`src/hw/rtl/pds_pkg.sv`:
```
// Package with the word types, character constants and hex helpers of the percent decoder.
package pds_pkg;

    localparam logic [7:0] PctChar  = 8'h25;
    localparam logic [7:0] UpperA   = 8'h41;
    localparam logic [7:0] UpperF   = 8'h46;
    localparam logic [7:0] Digit0   = 8'h30;
    localparam logic [7:0] Digit9   = 8'h39;
    localparam logic [7:0] AlphaOff = 8'd10;
    localparam int         MaxRes   = 3;

    typedef struct packed {
        logic [7:0] in_byte;
        logic       in_last;
    } t_in;

    typedef struct packed {
        logic [7:0] out_byte;
        logic       out_last;
    } t_out;

    typedef struct packed {
        logic [1:0]          cnt;
        t_out [MaxRes-1:0]   items;
    } t_res;

    function automatic logic is_hex(input logic [7:0] c);
        is_hex = ((c >= UpperA) && (c <= UpperF)) || ((c >= Digit0) && (c <= Digit9));
    endfunction

    function automatic logic [3:0] hex_nib(input logic [7:0] c);
        logic [7:0] v;
        if ((c >= UpperA) && (c <= UpperF)) begin
            v = c - UpperA + AlphaOff;
        end else begin
            v = c - Digit0;
        end
        hex_nib = v[3:0];
    endfunction

endpackage

```
`src/hw/rtl/pds_decode.sv`:
```
// Escape state and the combinational decode of one word into up to three result words.
module pds_decode (
    input  logic           i_clk,
    input  logic           i_rst_n,
    input  pds_pkg::t_in   i_data,
    input  logic           i_take,
    output pds_pkg::t_res  o_res
);

    logic [1:0] r_pcount;
    logic [1:0] n_pcount;
    logic [7:0] r_digit;
    logic [7:0] n_digit;

    always_comb begin
        logic [1:0] idx;
        logic       fresh;
        logic [7:0] b;
        logic       last;
        idx      = 2'd0;
        fresh    = 1'b0;
        b        = i_data.in_byte;
        last     = i_data.in_last;
        o_res    = '0;
        n_pcount = 2'd0;
        n_digit  = r_digit;
        case (r_pcount)
            2'd1: begin
                if (pds_pkg::is_hex(b) && !last) begin
                    n_pcount = 2'd2;
                    n_digit  = b;
                end else begin
                    o_res.items[idx] = '{out_byte: pds_pkg::PctChar, out_last: 1'b0};
                    idx   = idx + 2'd1;
                    fresh = 1'b1;
                end
            end
            2'd2: begin
                if (pds_pkg::is_hex(b) && pds_pkg::is_hex(r_digit)) begin
                    o_res.items[idx] = '{out_byte: {pds_pkg::hex_nib(r_digit),
                                                    pds_pkg::hex_nib(b)},
                                         out_last: last};
                    idx = idx + 2'd1;
                end else begin
                    o_res.items[idx] = '{out_byte: pds_pkg::PctChar, out_last: 1'b0};
                    idx = idx + 2'd1;
                    o_res.items[idx] = '{out_byte: r_digit, out_last: 1'b0};
                    idx   = idx + 2'd1;
                    fresh = 1'b1;
                end
            end
            default: begin
                fresh = 1'b1;
            end
        endcase
        if (fresh) begin
            if ((b == pds_pkg::PctChar) && !last) begin
                n_pcount = 2'd1;
            end else begin
                o_res.items[idx] = '{out_byte: b, out_last: last};
                idx = idx + 2'd1;
            end
        end
        o_res.cnt = idx;
    end

    always_ff @(posedge i_clk) begin
        if (!i_rst_n) begin
            r_pcount <= 2'd0;
            r_digit  <= 8'd0;
        end else if (i_take) begin
            r_pcount <= n_pcount;
            r_digit  <= n_digit;
        end
    end

`ifndef SYNTHESIS
    a_count_legal: assert property (@(posedge i_clk) disable iff (!i_rst_n)
        r_pcount != 2'd3)
        else $error("Pending count reached an unused code.");

    a_last_clears: assert property (@(posedge i_clk) disable iff (!i_rst_n)
        (i_take && i_data.in_last) |=> (r_pcount == 2'd0))
        else $error("Escape state survived the end of a string.");

    a_digit_hex: assert property (@(posedge i_clk) disable iff (!i_rst_n)
        (r_pcount == 2'd2) |-> pds_pkg::is_hex(r_digit))
        else $error("Held escape digit is not a hex digit.");
`endif

endmodule

```
`src/hw/rtl/pds_emit.sv`:
```
// Result register of up to three decoded words, handed out one per cycle when i_ready.
module pds_emit (
    input  logic           i_clk,
    input  logic           i_rst_n,
    input  pds_pkg::t_res  i_res,
    input  logic           i_load,
    output logic           o_free,
    output logic           o_valid,
    input  logic           i_ready,
    output pds_pkg::t_out  o_data
);

    logic [1:0]                        r_cnt;
    logic [1:0]                        n_cnt;
    pds_pkg::t_out [pds_pkg::MaxRes-1:0] r_items;
    pds_pkg::t_out [pds_pkg::MaxRes-1:0] n_items;
    logic                              pop;

    assign o_valid = (r_cnt != 2'd0);
    assign o_data  = r_items[0];
    assign pop     = o_valid && i_ready;
    assign o_free  = (r_cnt == 2'd0) || ((r_cnt == 2'd1) && i_ready);

    always_comb begin
        n_cnt   = r_cnt;
        n_items = r_items;
        if (i_load) begin
            n_cnt   = i_res.cnt;
            n_items = i_res.items;
        end else if (pop) begin
            n_cnt      = r_cnt - 2'd1;
            n_items[0] = r_items[1];
            n_items[1] = r_items[2];
        end
    end

    always_ff @(posedge i_clk) begin
        if (!i_rst_n) begin
            r_cnt <= 2'd0;
        end else begin
            r_cnt <= n_cnt;
        end
        r_items <= n_items;
    end

`ifndef SYNTHESIS
    a_load_free: assert property (@(posedge i_clk) disable iff (!i_rst_n)
        i_load |-> o_free)
        else $error("Result register loaded while earlier words were still waiting.");
`endif

endmodule

```
`src/hw/rtl/percent_decode_stream.sv`:
```
// Top level of the streaming percent decoder: input register, decode and result register.
// A word accepted into the input register is decoded and loaded into the result register,
// from which its first result is offered on the output.
// Throughput: one word per cycle while each word yields at most one result and the output
// is ready; after a word with more results the next waits until the last is handed out.
// Reset (synchronous, active low) empties both registers and clears any held escape.
module percent_decode_stream (
    input  logic           i_clk,
    input  logic           i_rst_n,
    input  logic           i_in_valid,
    output logic           o_in_ready,
    input  pds_pkg::t_in   i_in_data,
    output logic           o_out_valid,
    input  logic           i_out_ready,
    output pds_pkg::t_out  o_out_data
);

    logic           r_valid;
    pds_pkg::t_in   r_in;
    pds_pkg::t_res  res;
    logic           free;
    logic           take;
    logic           load;

    assign take       = r_valid && ((res.cnt == 2'd0) || free);
    assign load       = take && (res.cnt != 2'd0);
    assign o_in_ready = !r_valid || take;

    always_ff @(posedge i_clk) begin
        if (!i_rst_n) begin
            r_valid <= 1'b0;
        end else if (o_in_ready) begin
            r_valid <= i_in_valid;
        end
        if (o_in_ready && i_in_valid) begin
            r_in <= i_in_data;
        end
    end

    pds_decode u_decode (
        .i_clk   (i_clk),
        .i_rst_n (i_rst_n),
        .i_data  (r_in),
        .i_take  (take),
        .o_res   (res)
    );

    pds_emit u_emit (
        .i_clk   (i_clk),
        .i_rst_n (i_rst_n),
        .i_res   (res),
        .i_load  (load),
        .o_free  (free),
        .o_valid (o_out_valid),
        .i_ready (i_out_ready),
        .o_data  (o_out_data)
    );

endmodule
```
`config.mk`:
```
export PLATFORM = sky130hd
export DESIGN_NAME = percent_decode_stream
export DESIGN_NICKNAME = d
export VERILOG_FILES = /design/src/hw/rtl/pds_pkg.sv /design/src/hw/rtl/pds_decode.sv /design/src/hw/rtl/pds_emit.sv /design/src/hw/rtl/percent_decode_stream.sv
export SDC_FILE = /design/constraint.sdc
export NUM_CORES = 1
export LEC_CHECK = 0
export BUFFER_PORTS_ARGS = -buffer_cell sky130_fd_sc_hd__buf_2
export CAP_MARGIN = 20
export CORE_MARGIN = 2
export CORE_UTILIZATION = 48
export DETAILED_ROUTE_END_ITERATION = 8
export PLACE_DENSITY_LB_ADDON = 0.25
export SLEW_MARGIN = 25
export SYNTH_ARGS = -nofsm -noshare
export SYNTH_HDL_FRONTEND = slang
export SYNTH_HIERARCHICAL = 1
export SYNTH_SLANG_ARGS = --single-unit
```
`constraint.sdc`:
```
create_clock -name i_clk -period 3.65 [get_ports i_clk]
set_input_delay 0.1825 -clock i_clk [delete_from_list [all_inputs] [get_ports i_clk]]
set_output_delay 0.1825 -clock i_clk [all_outputs]
set_load 0.005 [all_outputs]
```
==> flow_metrics.py, run 1 <==
metrics = {
    "outcome": {
        "status": "complete, no violations",
    },
    "synth": {
        "ys.flop_type": "edfxtp_1",
        "synth_area_sq_um": 2920,
        "syn-instance-count": 260,
        "synthDistinctLibCells": 59,
        "ys_seq_elements": 49,
        "synth_area_leaders": "edfxtp_1 37%, dfxtp_1 8.9%, mux2_2 7.3%",
        "synth_top_area_share_pct": 37.0,
        "synthMostInstantiatedCell": "edfxtp_1",
        "synth_area_per_cell_sq_um": 11.2,
        "yosysWarnings": 6,
        "synth_fp_nets": 286,
        "synth_edf_count": 36,
        "synthTopCellsByCount": "36 x edfxtp_1, 19 x mux2_2, 17 x nand2_1",
        "yosysSeqAreaShare_pct": 45.9,
        "ys_async_sr_fraction_pct": 0,
        "synth_top_cell_by_area": "edfxtp_1",
    },
    "global_routing": {
        "grt_pass1_wl_um": 9760,
        "grt_pass1_vias": 1989,
        "grt_remaining_overflow": 0,
        "antenna_found_initial": 0,
        "gr-usage-all-layers_pct": 19.5,
        "grt_max_degree": 28,
    },
    "detailed_routing": {
        "routed_wl_um": 5930,
        "wl_per_cell_um": 16.2,
        "drc": 0,
        "viasPerCell": 5.61,
        "vias": 2054,
        "ant_nets": 0,
        "drt_iter0_markers": 130,
        "first_pass_iters": 5,
    },
    "floorplan": {
        "start_util_pct": 49.6,
        "fp.dieW_um": 82.0,
        "die_area_sq_um": 6720,
        "rows": 28,
        "io_pins": 24,
        "core-area_sq_um": 5890,
        "die_h_um": 82.0,
    },
    "timing": {
        "timing.hold.ws_ns": 0.0595,
        "fmax_mhz": 292,
        "slew_viol_final": 0,
        "clock_skew_ns": 0.0118,
        "tns_ns": 0,
        "hold_viol": 0,
        "rsz0062_at_grt": "no",
        "max_slew_margin_pct": 70.7,
        "fin_crit_sh_pct": 93.9,
        "finalWorstSetupSlack_ns": 0.223,
        "finalSetupViolCount": 0,
        "worstMarginPinSlew_ns": 0.429,
        "fin_crit_ns": 3.43,
    },
    "clock_network": {
        "postCtsHoldBufs": 0,
        "clock_latency_ns": 0.30,
        "cts.sinks": 49,
        "clk_path_buf_depth": 2,
        "cts_root_buffer": "clkbuf_8",
        "tritoncts": "built",
        "htree_levels": 2,
        "clkTransAtPathRegs_ns": 0.09,
        "cts_buffers": 5,
    },
    "cells_and_area": {
        "area_delta_synth_final_pct": 11.7,
        "nNetsFinal": 316,
        "final.fill_count": 534,
        "ff_latch_area_sq_um": 1340,
        "finish.utilization_pct": 55.4,
        "antenna-diode-count": 0,
        "multi_input_area_sq_um": 1350,
        "drive_gt1_share_pct": 32.0,
    },
    "pwr": {
        "worst_ir_drop_vdd_uv": 299,
        "power_uw": 1310,
        "power.density_nw_per_um2": 402,
        "p_leak_uw": 0.00130,
    },
    "hold_path": {
        "min_path_type": "in -> reg",
        "worstHoldStart": "i_in_data[0]",
    },
    "worst_setup_path": {
        "rr_startpoint": "r_in[1]$_DFFE_PP_",
        "crit_path_end_kind": "flop",
        "crit_buf_inv": 2,
        "slowest_delay_ns": 0.50,
        "critPathRequiredTime_ns": 3.65,
        "critical_path_class": "reg -> reg",
        "cp_top_family": "simple AND/OR/NAND/NOR gates",
        "crit_arrival_ns": 3.42,
        "startpoint": "r_in[1]$_DFFE_PP_",
        "path_cells": "inv_1 -> ha_1 -> or3b_1 -> and4_4 -> o22a_2 -> nand2_1 -> a21oi_1 -> inv_1 -> ha_1 -> a31oi_1 -> a21oi_2 -> o21ai_2 -> nor2_2 -> or2_2",
        "startpoint_type": "flop",
        "cp_slowest_cell": "or2_2",
        "critical_path.max_fanout": 18,
    },
    "job": {
        "max_cap_viol_count": 0,
    },
    "placement": {
        "gp_congestion": 0.969,
        "port_buffers": 23,
        "dp_hpwl_um": 4380,
        "place_ws_ns": 0.0835,
    },
}
cell usage in the layout (no fill, tap or decap), drive strengths merged, types with 2 or more instances in the layout:
cell	Yosys	layout
buf	20	45
edfxtp	36	36
mux2	19	19
nand2	17	17
inv	15	15
ha	13	13
dfxtp	13	13
nand3	10	10
a21oi	10	10
nor2	10	10
and2	9	9
o21ai	9	9
nor2b	9	9
and3	6	6
clkbuf	2	5
mux2i	5	5
a22o	4	4
o31ai	4	4
o22a	3	3
a32o	3	3
xnor2	3	3
a31oi	3	3
o21a	3	3
o22ai	3	3
nor4	2	2
or3b	2	2
o21bai	2	2
o211ai	2	2
nand3b	2	2
nand2b	2	2
and4	2	2
a2111oi	2	2
a211o	2	2
a21boi	2	2
power by group:
group | leakage, uW | internal, uW | total, uW | switching [uW]
sequential | 0.000453 | 683 | 704 | 21.0
clock | 0.0000518 | 202 | 382 | 180
combinational | 0.000791 | 106 | 226 | 120
flip-flops by register name (all words and copies together) (netlist names):
name and cells:
u_emit/r_items 18, r_in 9, u_emit/o_data 9, u_decode/r_digit 8, u_decode/r_pcount 2, u_emit/r_cnt 2
r_valid 1
repair_timing:
action / 4_1_cts / 5_1_grt
setup endpoints to repair: 0 / 43
resized for setup: 0 / 3
setup buffers: 0 / 0
metal layers:
metal / vias up / global-route usage (%) / routed length [um]
met5: - / 0 / 0
met4: 0 / 6.17 / 80
met3: 7 / 3.30 / 275
met2: 65 / 32.6 / 2970
met1: 976 / 25.8 / 2600
li1: 1006 / - / -
per-stage QoR:
step           cell area [sq um]  cells
4_1_cts                     3250    366
5_1_grt                     3260    366
3_3_place_gp                3140    358
3_5_place_dp                3140    358
6_report                    3260    366
2_1_floorplan               2920    260
logic make-up after synthesis:
kind of cell,after synthesis,synth area share [%]
mux,24,9.04
buf+inv,37,7.97
compound gates,56,14.8
fa+ha+maj,13,5.57
flops,49,45.9
xor+xnor,4,1.20
simple gates,77,15.5
final cells by class:
| class | count | share of cell area (%) |
|---|---|---|
| timing repair buffer | 45 | 9.36 |
| multi-input combinational | 174 | 41.5 |
| sequential | 49 | 41.2 |
| clock inverter | 3 | 1.27 |
| inverter | 15 | 1.73 |
| clock buffer | 5 | 2.11 |
| tap | 75 | 2.88 |
final timing paths:
path / endpoint / slack, ns / cells past startpoint
setup reg to reg: u_emit/o_data[7]$_DFFE_PP_ / 0.22 / 14
hold / removal: r_in[0]$_DFFE_PP_ / 0.06 / 1
hold reg to reg: u_emit/r_items[12]$_DFFE_PP_ / 0.56 / 1
setup / recovery: u_emit/o_data[7]$_DFFE_PP_ / 0.22 / 14
worst reg2reg max path, delay by kind of cell (launching register included):
kind	cells	cell delay [ns]
adder cells (fa/ha/maj)	2	0.41
flip-flops	1	0.43
AND/OR/NAND/NOR	5	1.27
buffers and inverters	2	0.25
AO/OA/AOI/OAI	5	0.76
(Power assumes the default switching activity.)
==> run 2, diff against run 1 <==
- CELL_PAD_IN_SITES_DETAIL_PLACEMENT: not set -> 1
- CELL_PAD_IN_SITES_GLOBAL_PLACEMENT: not set -> 2
- CORE_UTILIZATION: 48 -> 36
- PLACE_DENSITY: not set -> 0.82
- PLACE_DENSITY_LB_ADDON: 0.25 -> not set
==> run 2 against run 1 <==
Compared with the run above:
- combinational power is 5% higher
- critical path type unchanged
- routed wire length is 18% higher
- critical endpoint is now u_decode/r_digit[0]$_SDFFE_PN0P_
- highest routed layer unchanged
- via count is 1.2% higher
- core utilization is 13 points lower
- worst hold slack worse by 0.0023 ns
==> flow_metrics.py, run 2 (synthesis gave the netlist of run 1 again) <==
metrics = {
    "hold_path": {
        "min_path_type": "in -> reg",
    },
    "cells_and_area": {
        "antenna-diode-count": 0,
        "final.fill_count": 850,
        "area_delta_synth_final_pct": 13.9,
        "largest_register": "u_emit/r_items",
        "largest_reg_flops": 18,
        "layout_commonest_cell": "edfxtp_1",
        "finalNonFillerCells": 394,
        "mostFrequentLayoutCells": "36 x edfxtp_1, 23 x buf_2, 22 x buf_4, 19 x mux2_2, 17 x nand2_1",
        "nNetsFinal": 317,
        "drive_gt1_share_pct": 32.9,
    },
    "detailed_routing": {
        "first_pass_iters": 4,
        "dr_wl_met2_um": 3490,
        "ant_nets": 0,
        "top_layer": "met4",
        "met1_length_um": 3150,
        "wl_per_cell_um": 17.8,
        "vias": 2078,
        "routed_wl_um": 7010,
        "drc": 0,
        "viasPerCell": 5.27,
        "drt_iter0_markers": 67,
        "wl_met3_um": 301,
    },
    "placement": {
        "dp_cells": 385,
        "dp_hpwl_um": 5230,
        "port_buffers": 23,
        "gp_congestion": 0.847,
    },
    "global_routing": {
        "gr-usage-all-layers_pct": 17.1,
        "grt_pass1_wl_um": 11500,
        "grt_remaining_overflow": 0,
        "grt_pass1_vias": 2204,
        "grt_max_degree": 28,
        "antenna_found_initial": 0,
    },
    "clock_network": {
        "clock_latency_ns": 0.30,
        "tritoncts": "built",
        "clk_path_buf_depth": 2,
        "htree_levels": 2,
        "cts_root_buffer": "clkbuf_8",
        "cts_buffers": 5,
        "postCtsHoldBufs": 0,
        "cts.sinks": 49,
        "clkTransAtPathRegs_ns": 0.09,
    },
    "timing": {
        "finalSetupViolCount": 0,
        "hold_viol": 0,
        "worstMarginPinSlew_ns": 0.457,
        "fin_crit_ns": 3.41,
        "max_slew_margin_pct": 68.8,
        "slew_viol_final": 0,
        "timing.hold.ws_ns": 0.0573,
        "fin_crit_sh_pct": 93.4,
        "tns_ns": 0,
        "rsz0062_at_grt": "no",
        "fmax_mhz": 293,
        "clock_skew_ns": 0.0123,
    },
    "pwr": {
        "p_leak_uw": 0.00130,
        "clkPwrFrac_pct": 29.1,
        "worst_ir_drop_vdd_uv": 247,
        "p_comb_share_pct": 17.9,
        "internal_power_uw": 997,
        "p_sw_uw": 332,
        "pwr-share-seq_pct": 53.0,
        "p_sw_share_pct": 25.0,
        "power.density_nw_per_um2": 400,
    },
    "floorplan": {
        "io_pins": 24,
        "fp.dieW_um": 94.0,
        "rows": 32,
        "start_util_pct": 37.4,
        "die_h_um": 94.0,
        "die_area_sq_um": 8840,
        "core-area_sq_um": 7810,
    },
    "worst_setup_path": {
        "critical_path.max_fanout": 11,
        "critPathRequiredTime_ns": 3.85,
        "crit_arrival_ns": 3.61,
        "startpoint_type": "flop",
        "critical_path_class": "reg -> reg",
        "ff2ff_setup_slack_ns": 0.24,
        "crit_path_end_kind": "flop",
    },
    "job": {
        "max_cap_viol_count": 0,
    },
    "outcome": {
        "status": "complete, no violations",
    },
}
[run 2: changes by cell type in the layout (fill, tap and decap cells not counted), sizes merged]
cell / before / now
clkbuf: 5 / 6
clkinvlp: 1 / 0
buf: 45 / 46
[run 2: worst paths after layout]
check | cells after the start | from | to
min | 1 | i_in_data[3] | r_in[3]$_DFFE_PP_
max | 18 | r_in[1]$_DFFE_PP_ | u_decode/r_digit[0]$_SDFFE_PN0P_
min reg2reg | 1 | u_emit/r_items[15]$_DFFE_PP_ | u_emit/o_data[6]$_DFFE_PP_
max reg2reg | 18 | r_in[1]$_DFFE_PP_ | u_decode/r_digit[0]$_SDFFE_PN0P_
[run 2: power groups by stage]
| stage | combinational (uW) | sequential [uW] | clock [uW] |
|---|---|---|---|
| 3_5_place_dp | 235 | 719 | 0 |
| 5_1_grt | 263 | 712 | 416 |
| 4_1_cts | 236 | 706 | 396 |
| 3_3_place_gp | 226 | 715 | 0 |
| 6_report | 238 | 705 | 387 |
| 2_1_floorplan | 175 | 714 | 0 |
[run 2: stage by stage]
step | utilization (%) | total power (uW) | worst slack (ns) | instance area, sq um
after floorplan | - | 889 | 0.0135 | 2920
after CTS | 41.9 | 1340 | 0.0248 | 3270
after global placement | 40.5 | 941 | 0.217 | 3170
after detailed placement | 40.5 | 954 | 0.0251 | 3170
after global routing | 42.6 | 1390 | 0.00964 | 3320
final | 42.6 | 1330 | 0.241 | 3320
[run 2: final cells by class]
| cell class | instances | area, sq um | area share [%] |
|---|---|---|---|
| Tap cell | 102 | 128 | 3.84 |
| Timing Repair Buffer | 46 | 300 | 9.03 |
| Sequential cell | 49 | 1340 | 40.3 |
| Multi-Input combinational cell | 174 | 1390 | 41.9 |
| Clock buffer | 6 | 72.6 | 2.18 |
| Clock inverter | 2 | 35.0 | 1.05 |
| Inverter | 15 | 56.3 | 1.69 |
[run 2: metal layers]
layer	up-vias	global-route usage (%)
met4	0	4.71
met2	42	29.3
li1	1005	-
met5	-	0
met3	8	3.13
met1	1023	22.2
[run 2: repair_timing]
item | 4_1_cts | 5_1_grt
resized for setup | 0 | 9
endpoints found under the setup margin | 0 | 47
buffers inserted | 0 | 1
[run 2: critical path: stages, from the launching register on]
cell       delay, ns
edfxtp_1        0.42
inv_1           0.15
ha_1            0.18
or3b_1          0.38
and4_4          0.24
o22a_2          0.26
nand2_1         0.10
a21oi_2         0.07
inv_1           0.09
ha_1            0.23
a31oi_1         0.18
a21oi_2         0.08
nor2_1          0.12
o21a_2          0.18
o2111ai_1       0.13
buf_4           0.21
nand2_1         0.07
o21ai_0         0.06
and2_1          0.16
